### config.mk
export PLATFORM = sky130hd
export DESIGN_NAME = greedy_change_dispenser
export DESIGN_NICKNAME = d
export VERILOG_FILES = /design/src/hdl/gcdisp_pkg.sv /design/src/hdl/gcdisp_cell.sv /design/src/hdl/greedy_change_dispenser.sv
export SDC_FILE = /design/constraint.sdc
export NUM_CORES = 2
export LEC_CHECK = 0
export BUFFER_PORTS_ARGS = -buffer_cell sky130_fd_sc_hd__clkbuf_2
export CORE_MARGIN = 3
export CORE_UTILIZATION = 66
export CTS_CLUSTER_SIZE = 40
export DETAILED_ROUTE_END_ITERATION = 8
export GPL_TIMING_DRIVEN = 0
export PLACE_DENSITY = 0.83
export SYNTH_ARGS = -nofsm -noshare
export SYNTH_HDL_FRONTEND = slang
export SYNTH_SLANG_ARGS = --single-unit
### constraint.sdc
create_clock -name clk_i -period 9.5 [get_ports clk_i]
set_clock_uncertainty 0.05 [all_clocks]
set_input_delay 0.475 -clock clk_i [delete_from_list [all_inputs] [get_ports clk_i]]
set_output_delay 0.475 -clock clk_i [all_outputs]
set_load 0.02 [all_outputs]
### src/hdl/gcdisp_pkg.sv
// ----------------------------------------------------------------------------
// Change dispenser package
// Widths, denomination tables, reciprocal constants and the beat type that
// runs down the chain of denomination cells.
// ----------------------------------------------------------------------------
package gcdisp_pkg;

  localparam int unsigned AMOUNT_BITS = 20;
  localparam int unsigned STOCK_BITS  = 8;
  localparam int unsigned DENOM_COUNT = 7;

  localparam int unsigned IDX_BITS  = $clog2(DENOM_COUNT);
  localparam int unsigned CMP_BITS  = (AMOUNT_BITS > STOCK_BITS) ? AMOUNT_BITS : STOCK_BITS;
  localparam int unsigned RECIP_BITS = AMOUNT_BITS + 1;
  localparam int unsigned PROD_BITS  = AMOUNT_BITS + RECIP_BITS;

  localparam int unsigned IN_DATA_BITS  = ((AMOUNT_BITS + 7) / 8) * 8;
  localparam int unsigned OUT_FIELD_BITS = DENOM_COUNT * STOCK_BITS + AMOUNT_BITS;
  localparam int unsigned OUT_DATA_BITS  = ((OUT_FIELD_BITS + 7) / 8) * 8;

  localparam logic [STOCK_BITS-1:0] STOCK_MAX = {STOCK_BITS{1'b1}};

  typedef logic [IDX_BITS-1:0] denom_idx_t;

  // Largest denomination first, in centavos.
  localparam int unsigned DENOM_VALUE [DENOM_COUNT] = '{
    20000, 10000, 5000, 1000, 500, 100, 50
  };

  localparam logic [STOCK_BITS-1:0] STOCK_RESET [DENOM_COUNT] = '{
    STOCK_BITS'(2), STOCK_BITS'(4), STOCK_BITS'(6), STOCK_BITS'(10),
    STOCK_BITS'(10), STOCK_BITS'(20), STOCK_BITS'(20)
  };

  // floor(x / v) = (x * ceil(2^s / v)) >> s for every x below 2^AMOUNT_BITS
  // when s = AMOUNT_BITS + clog2(v).
  localparam int unsigned RECIP_SHIFT [DENOM_COUNT] = '{
    AMOUNT_BITS + $clog2(20000), AMOUNT_BITS + $clog2(10000),
    AMOUNT_BITS + $clog2(5000),  AMOUNT_BITS + $clog2(1000),
    AMOUNT_BITS + $clog2(500),   AMOUNT_BITS + $clog2(100),
    AMOUNT_BITS + $clog2(50)
  };

  localparam logic [RECIP_BITS-1:0] RECIP [DENOM_COUNT] = '{
    RECIP_BITS'(((64'd1 << RECIP_SHIFT[0]) + 64'(DENOM_VALUE[0]) - 64'd1)
                / 64'(DENOM_VALUE[0])),
    RECIP_BITS'(((64'd1 << RECIP_SHIFT[1]) + 64'(DENOM_VALUE[1]) - 64'd1)
                / 64'(DENOM_VALUE[1])),
    RECIP_BITS'(((64'd1 << RECIP_SHIFT[2]) + 64'(DENOM_VALUE[2]) - 64'd1)
                / 64'(DENOM_VALUE[2])),
    RECIP_BITS'(((64'd1 << RECIP_SHIFT[3]) + 64'(DENOM_VALUE[3]) - 64'd1)
                / 64'(DENOM_VALUE[3])),
    RECIP_BITS'(((64'd1 << RECIP_SHIFT[4]) + 64'(DENOM_VALUE[4]) - 64'd1)
                / 64'(DENOM_VALUE[4])),
    RECIP_BITS'(((64'd1 << RECIP_SHIFT[5]) + 64'(DENOM_VALUE[5]) - 64'd1)
                / 64'(DENOM_VALUE[5])),
    RECIP_BITS'(((64'd1 << RECIP_SHIFT[6]) + 64'(DENOM_VALUE[6]) - 64'd1)
                / 64'(DENOM_VALUE[6]))
  };

  typedef struct packed {
    logic [AMOUNT_BITS-1:0]                  rest;
    logic [DENOM_COUNT-1:0][STOCK_BITS-1:0]  counts;
  } beat_t;

  typedef struct packed {
    logic  valid;
    beat_t beat;
  } link_t;

endpackage

### src/hdl/gcdisp_cell.sv
// ----------------------------------------------------------------------------
// Denomination cell
// Holds the stock of one denomination. The first stage finds how many of it
// fit into the remaining amount; the second pays out the lesser of that and
// the stock, and hands the rest to the next cell.
// ----------------------------------------------------------------------------
module gcdisp_cell
  import gcdisp_pkg::*;
(
  input  logic       clk_i,
  input  logic       rst_ni,
  input  denom_idx_t cell_idx_i,
  input  link_t      up_i,
  output logic       up_ready_o,
  output link_t      dn_o,
  input  logic       dn_ready_i
);

  logic                   va_q;
  logic [STOCK_BITS-1:0]  qa_q, qa_d;
  beat_t                  beat_a_q;

  logic                   vb_q;
  beat_t                  beat_b_q, beat_b_d;

  logic [STOCK_BITS-1:0]  spent_q, spent_d;
  logic [STOCK_BITS-1:0]  stock;
  logic [STOCK_BITS-1:0]  take;

  logic                   ready_a, ready_b;
  logic [PROD_BITS-1:0]   prod;
  logic [AMOUNT_BITS-1:0] q_full;

  assign ready_b    = !vb_q || dn_ready_i;
  assign ready_a    = !va_q || ready_b;
  assign up_ready_o = ready_a;

  always_comb begin
    prod   = PROD_BITS'(up_i.beat.rest) * PROD_BITS'(RECIP[cell_idx_i]);
    q_full = AMOUNT_BITS'(prod >> RECIP_SHIFT[cell_idx_i]);
    // Anything past the largest stock count is capped; stock can never reach it.
    if (CMP_BITS'(q_full) > CMP_BITS'(STOCK_MAX)) begin
      qa_d = STOCK_MAX;
    end else begin
      qa_d = STOCK_BITS'(q_full);
    end
  end

  always_comb begin
    stock    = STOCK_RESET[cell_idx_i] - spent_q;
    take     = (qa_q < stock) ? qa_q : stock;
    spent_d  = spent_q + take;
    beat_b_d = beat_a_q;
    beat_b_d.rest = beat_a_q.rest
                    - AMOUNT_BITS'(32'(take) * DENOM_VALUE[cell_idx_i]);
    beat_b_d.counts[cell_idx_i] = take;
  end

  always_ff @(posedge clk_i or negedge rst_ni) begin
    if (!rst_ni) begin
      va_q    <= 1'b0;
      vb_q    <= 1'b0;
      spent_q <= '0;
    end else begin
      if (ready_a) begin
        va_q <= up_i.valid;
      end
      if (ready_b) begin
        vb_q <= va_q;
      end
      if (va_q && ready_b) begin
        spent_q <= spent_d;
      end
    end
  end

  always_ff @(posedge clk_i) begin
    if (up_i.valid && ready_a) begin
      qa_q     <= qa_d;
      beat_a_q <= up_i.beat;
    end
    if (va_q && ready_b) begin
      beat_b_q <= beat_b_d;
    end
  end

  assign dn_o.valid = vb_q;
  assign dn_o.beat  = beat_b_q;

endmodule

### src/hdl/greedy_change_dispenser.sv
// ----------------------------------------------------------------------------
// Greedy change dispenser
// Pays each change amount out from the largest denomination down, limited by
// the stock of each denomination, and reports the counts and the unpaid rest.
// ----------------------------------------------------------------------------
// Channel  Direction  Beat content
// s_*      in         one change amount
// m_*      out        seven payout counts and the unpaid amount
//
// One beat per cycle is taken and delivered in steady flow. Each amount
// passes seven cells, one per denomination, each with a quotient stage
// (reciprocal multiply) and a payout stage, so it passes 14 registers and
// the first loads at the accept. Reset restores all stock at once.
// While m_tready_i is low the last stage holds its result and upstream
// stages keep filling empty slots; s_tready_o falls only when all 14
// stages hold beats.
// ----------------------------------------------------------------------------
module greedy_change_dispenser
  import gcdisp_pkg::*;
(
  input  logic                     clk_i,
  input  logic                     rst_ni,
  input  logic                     s_tvalid_i,
  output logic                     s_tready_o,
  input  logic [IN_DATA_BITS-1:0]  s_tdata_i,  // amount_cents, zero padding
  output logic                     m_tvalid_o,
  input  logic                     m_tready_i,
  // count_note_200, count_note_100, count_note_50, count_note_10, count_note_5,
  // count_coin_100c, count_coin_50c, unpaid_cents, zero padding
  output logic [OUT_DATA_BITS-1:0] m_tdata_o
);

  link_t links [DENOM_COUNT+1];
  logic  readies [DENOM_COUNT+1];

  assign links[0].valid       = s_tvalid_i;
  assign links[0].beat.rest   = s_tdata_i[AMOUNT_BITS-1:0];
  assign links[0].beat.counts = '0;
  assign s_tready_o           = readies[0];

  for (genvar i = 0; i < DENOM_COUNT; i++) begin : g_cell
    gcdisp_cell u_cell (
      .clk_i      (clk_i),
      .rst_ni     (rst_ni),
      .cell_idx_i (denom_idx_t'(i)),
      .up_i       (links[i]),
      .up_ready_o (readies[i]),
      .dn_o       (links[i+1]),
      .dn_ready_i (readies[i+1])
    );
  end

  assign readies[DENOM_COUNT] = m_tready_i;
  assign m_tvalid_o = links[DENOM_COUNT].valid;
  assign m_tdata_o  = OUT_DATA_BITS'({links[DENOM_COUNT].beat.rest,
                                      links[DENOM_COUNT].beat.counts});

endmodule

## Word level (Yosys, flattened, before mapping)

Index checks and enable logic that the tools add are counted.

| storage, ports and cells | value |
|---|---|
| output and inout port bits | 82 |
| bits of input ports | 28 |
| flip-flop bits (word level) | 798 |

| cells by class | value |
|---|---|
| reduce and logical (&&, ||, !) cells | 42 |
| multipliers | 14 |
| $add $sub $neg | 21 |
| magnitude comparators | 14 |
| mux-type cells | 9 |

Operators with widths:

| cell | number |
|---|---|
| $mul A20 B20 Y40 const B | 4 |
| $sub A20 B20 Y20 | 7 |
| $mul A20 B21 Y41 const B | 3 |
| $mux W8 | 9 |
| $add A8 B8 Y8 | 7 |
| $lt A8 B8 Y1 | 7 |
| $mul A8 B7 Y15 const B | 2 |
| $mul A8 B5 Y13 const B | 2 |
| $mul A8 B10 Y17 const B | 1 |
| $mul A8 B10 Y16 const B | 1 |
| $sub A3 B8 Y8 const A | 2 |
| $sub A4 B8 Y8 const A | 2 |
| $sub A5 B8 Y8 const A | 2 |
| $gt A15 B8 Y1 const B | 1 |
| $mul A8 B10 Y15 const B | 1 |
| $gt A14 B8 Y1 const B | 1 |
| $logic_and A1 B1 Y1 | 14 |
| $logic_not A1 Y1 | 14 |
| $logic_or A1 B1 Y1 | 14 |
| $gt A12 B8 Y1 const B | 1 |
| $gt A11 B8 Y1 const B | 1 |
| $gt A6 B8 Y1 const B | 1 |
| $gt A7 B8 Y1 const B | 1 |
| $gt A8 B8 Y1 const B | 1 |
| $sub A2 B8 Y8 const A | 1 |

## Longest topological paths before layout

| logic depth | value |
|---|---|
| word-level depth | 16 |
| mapped depth | 36 |

## Modules after synthesis

A second synthesis with hierarchy kept.

| unflattened totals | value |
|---|---|
| cells, all modules | 16509 |
| area total of the unflattened synthesis | 163220.3 sq um |

Modules (own cells, without submodules):

| module | area each (sq um) | cells each | times used |
|---|---|---|---|
| gcdisp_cell at g_cell[2].u_cell ... | 23181.0 | 2337 | 3 |
| gcdisp_cell at g_cell[5].u_cell | 23622.7 | 2419 | 1 |
| gcdisp_cell at g_cell[6].u_cell | 23540.1 | 2385 | 1 |
| gcdisp_cell at g_cell[1].u_cell | 23448.7 | 2385 | 1 |
| gcdisp_cell at g_cell[0].u_cell | 23028.3 | 2303 | 1 |
| greedy_change_dispenser | 37.5 | 6 | 1 |

## Worst setup path before layout

No wires, ideal clock.

| timing | value |
|---|---|
| path kind | register to register |
| start | register g_cell[4].u_cell.spent_q[1] |
| end | register g_cell[4].u_cell.beat_b_q (netlist bit g_cell[4].u_cell.dn_o[73]) (data pin) |
| stages on the path, launching flop included | 36 |
| path slack | 1655 ps |
| data arrival time | 7537 ps |
| buffers on the path | 1 |
| setup time | 258 ps |
| required time | 9192 ps |
| period minus slack after synthesis | 7845 ps |
| path through | dfrtp_1 -> ha_1 -> o21ai_0 -> xor2_1 -> ha_1 -> a21o_1 -> a31oi_1 -> maj3_1 -> a21oi_2 -> clkbuf_1 -> nor2_1 -> a21oi_1 -> inv_1 -> fa_1 -> xnor2_1 -> ha_1 -> inv_1 -> fa_1 -> inv_1 -> fa_1 -> ha_1 -> inv_1 -> o21ai_0 -> a21oi_1 -> o21ai_0 -> a21o_1 -> a21o_1 -> a21o_1 -> a21oi_1 -> xor2_1 -> ha_1 -> nand3_1 -> nor3_1 -> o31ai_1 -> nand2b_1 -> xnor2_1 |

RTL lines:

| element | RTL line | RTL |
|---|---|---|
| start: declaration | gcdisp_cell.sv:26 | `logic [STOCK_BITS-1:0] spent_q, spent_d;` |
| start signal: assignment | gcdisp_cell.sv:72 | `spent_q <= spent_d;` |
| end signal: assignment | gcdisp_cell.sv:83 | `beat_b_q <= beat_b_d;` |
| end: declaration | gcdisp_cell.sv:24 | `beat_t beat_b_q, beat_b_d;` |

==> reports/results.ini <==
[outcome]
status=complete, no violations

[setup_path]
crit_slowest_cell=a21oi_1
critPathArrivalTime_ns=9.38
worstPathRequired_ns=9.85
cp_common_cell=ha_1
end_kind=register
crit_fanout=10
cp-start-kind=register
max_stage_delay_ns=0.75
r2r_setup_slack_ns=0.47
crit_type=reg2reg

[global_route]
track_usage_pct=27.99
grt_pass1_wl_um=292900
grt_max_degree=74
grt_overflow_total=0
antenna_found_initial=2
grt_pass1_vias=57640

[detailed_routing]
vias=52030
drtIter0Drc=2812
wl_met2_um=91060
dr.pass1.iters=5
routed_wirelength_um=177400
ant_nets=0
avgRoutedWirePerCell_um=19.33
vias_per_cell=5.667
wl_met1_um=69950
dr.max_layer_used=met5
wl_met3_um=9061
route.detailed.drc=0

[sta]
setup-violations-final=0
tightest_slew_ns=1.363
holdWs_ns=0.07088
finalSetupTns_ns=0
drv_slew=0
hold_viol=0
layout_min_cycle_time_ns=9.026
max_slew_margin_pct=8.147
finalCritPeriodShare_pct=95.01
max_freq_ghz=0.1108

[yosys]
netlist_instances=7243
synth_area_mm2=0.08453
synth-edff-count=725
syn_area_per_cell_um2=11.67
yosysWarnings=0
ys_seq_elements=795
synth_cell_types=72
synth_flop_cell=edfxtp_1
synth-seq-area-share_pct=27.83
async_flop_share_pct=8.805

[clock_network]
clk_latency_ns=0.67
cts.sink_count=795
cts.path.max_buffers=3
ctsHtreeMaxLevel=3
cts_buffers=81
cts-root-buf=clkbuf_16
clk_pin_slew_ns=0.07
cts_tree=done
post_cts.repair.setup_buffers=0

[cells_and_area]
drive_gt1_share_pct=4.330
fin_util_pct=71.48
areaGrowthSynthToFinish_pct=6.865
multi_input_area_mm2=0.05424
nets=10310
fill_cells=8221
design_area_mm2=0.09033
seq_area_mm2=0.02352

[floorplan]
rows=130
start_util_pct=66.88
ios=110
die_w_um=363.9
die-area_mm2=0.1324
core_area_mm2=0.1264
die_h_um=363.9

[min_path]
hold_path.class=in2reg

[placement]
io_buffers=101
dpl.hpwl_um=141200
gp_congestion=0.9382
placed_cell_area_mm2=0.08743

[job]
maxCapViolations=0

-- cell type report --
type,count,share of cell area (%)
Multi-Input combinational cell,4637,60.05
Sequential cell,795,26.04
Inverter,1809,7.522
Clock buffer,101,2.450
Tap cell,1650,2.285
Timing Repair Buffer,116,0.8698
Clock inverter,50,0.6801
Buffer,20,0.09973
Antenna cell,2,0.005540
-- synthesized netlist by cell type, types with 13 or more instances --
cell,instances,area share [%]
o211ai_1,13,0.12
or2_2,18,0.13
nand2b_1,38,0.28
o21ai_0,173,1.0
a21oi_1,224,1.3
xor2_1,106,1.1
nand2_1,197,0.87
nand3_1,53,0.31
edfxtp_1,725,26
o21a_1,29,0.26
a21o_1,133,1.2
o21bai_1,37,0.33
clkbuf_1,15,0.067
dfrtp_1,70,2.1
ha_1,1796,27
mux2_2,23,0.31
nor2b_1,46,0.34
nor2_1,194,0.86
and2_1,16,0.12
inv_1,1809,8.0
a211oi_1,25,0.22
a31oi_1,15,0.11
nand4_1,25,0.19
xnor2_1,198,2.1
fa_1,1021,24
nor3_1,50,0.30
or3_1,25,0.19
-- repair_timing --
action	CTS	global route
resized for setup	0	3
hold endpoints to repair	29	0
endpoints found under the setup margin	0	5
hold buffers	2	0
-- kinds of logic after synthesis --
logic type | Yosys count | share of synthesized area (%)
AO/OA/AOI/OAI | 754 | 5.673
XOR/XNOR | 304 | 3.150
adder cells (fa/ha/maj) | 2819 | 50.79
buffers and inverters | 1829 | 8.139
flip-flops | 795 | 27.83
multiplexers | 35 | 0.4485
other | 2 | 0.008884
AND/OR/NAND/NOR | 705 | 3.965
-- flip-flops by register name, indices dropped and copies added, names as in the netlist --
register and count:
g_cell.u_cell.beat_a_q 308, g_cell.u_cell.vb_q 7, g_cell.u_cell.va_q 7, g_cell.u_cell.dn_o 364, g_cell.u_cell.spent_q 56, g_cell.u_cell.qa_q 53
-- path summary, 6_finish.rpt --
kind | from | to | cells past startpoint
max | g_cell[4].u_cell.spent_q[0] | g_cell[4].u_cell.dn_o[74] | 33
max in group asynchronous | rst_ni | g_cell[2].u_cell.spent_q[6] | 3
min reg2reg | g_cell[3].u_cell.dn_o[31] | g_cell[4].u_cell.beat_a_q[31] | 0
max reg2reg | g_cell[4].u_cell.spent_q[0] | g_cell[4].u_cell.dn_o[74] | 33
min | m_tready_i | g_cell[6].u_cell.va_q | 3
min in group asynchronous | rst_ni | g_cell[0].u_cell.spent_q[2] | 2
-- through the flow --
| stage | std cells | worst slack [ns] |
|---|---|---|
| after floorplan | 7261 | 1.655 |
| after global placement | 9012 | 0.5896 |
| after detailed placement | 9022 | 0.3382 |
| after CTS | 9175 | 0.1810 |
| after global routing | 9178 | -0.03215 |
| final | 9180 | 0.4742 |
-- cells in the final DEF, fill, tap and decap left out, types with 29 or more instances in the layout --
cell,n
inv_1,1802
ha_1,1796
fa_1,1021
edfxtp_1,725
a21oi_1,222
xnor2_1,198
nand2_1,197
nor2_1,194
o21ai_0,173
a21o_1,133
xor2_1,106
clkbuf_2,101
clkbuf_16,82
dfrtp_1,70
nand3_1,53
nor3_1,50
nor2b_1,44
nand2b_1,38
o21bai_1,37
o21a_1,29
-- per-layer routing --
metal | vias up | GRT usage, %
met1 | 25820 | 34.30
met2 | 1495 | 50.23
met3 | 470 | 3.939
li1 | 24240 | -
met5 | - | 0
met4 | 2 | 10.63
-- worst max-delay path: cells and delay by family (launching register included) --
family / cells / cell delay, ns
buffers and inverters: 3 / 0.58
XOR/XNOR: 3 / 0.59
adder cells (fa/ha/maj): 9 / 3.35
flip-flops: 1 / 0.45
AND/OR/NAND/NOR: 5 / 0.48
AO/OA/AOI/OAI: 13 / 3.22
Power is left out: the tool's default activity adds up to more than one toggle a clock period on the data nets, which glitch-free logic cannot reach.
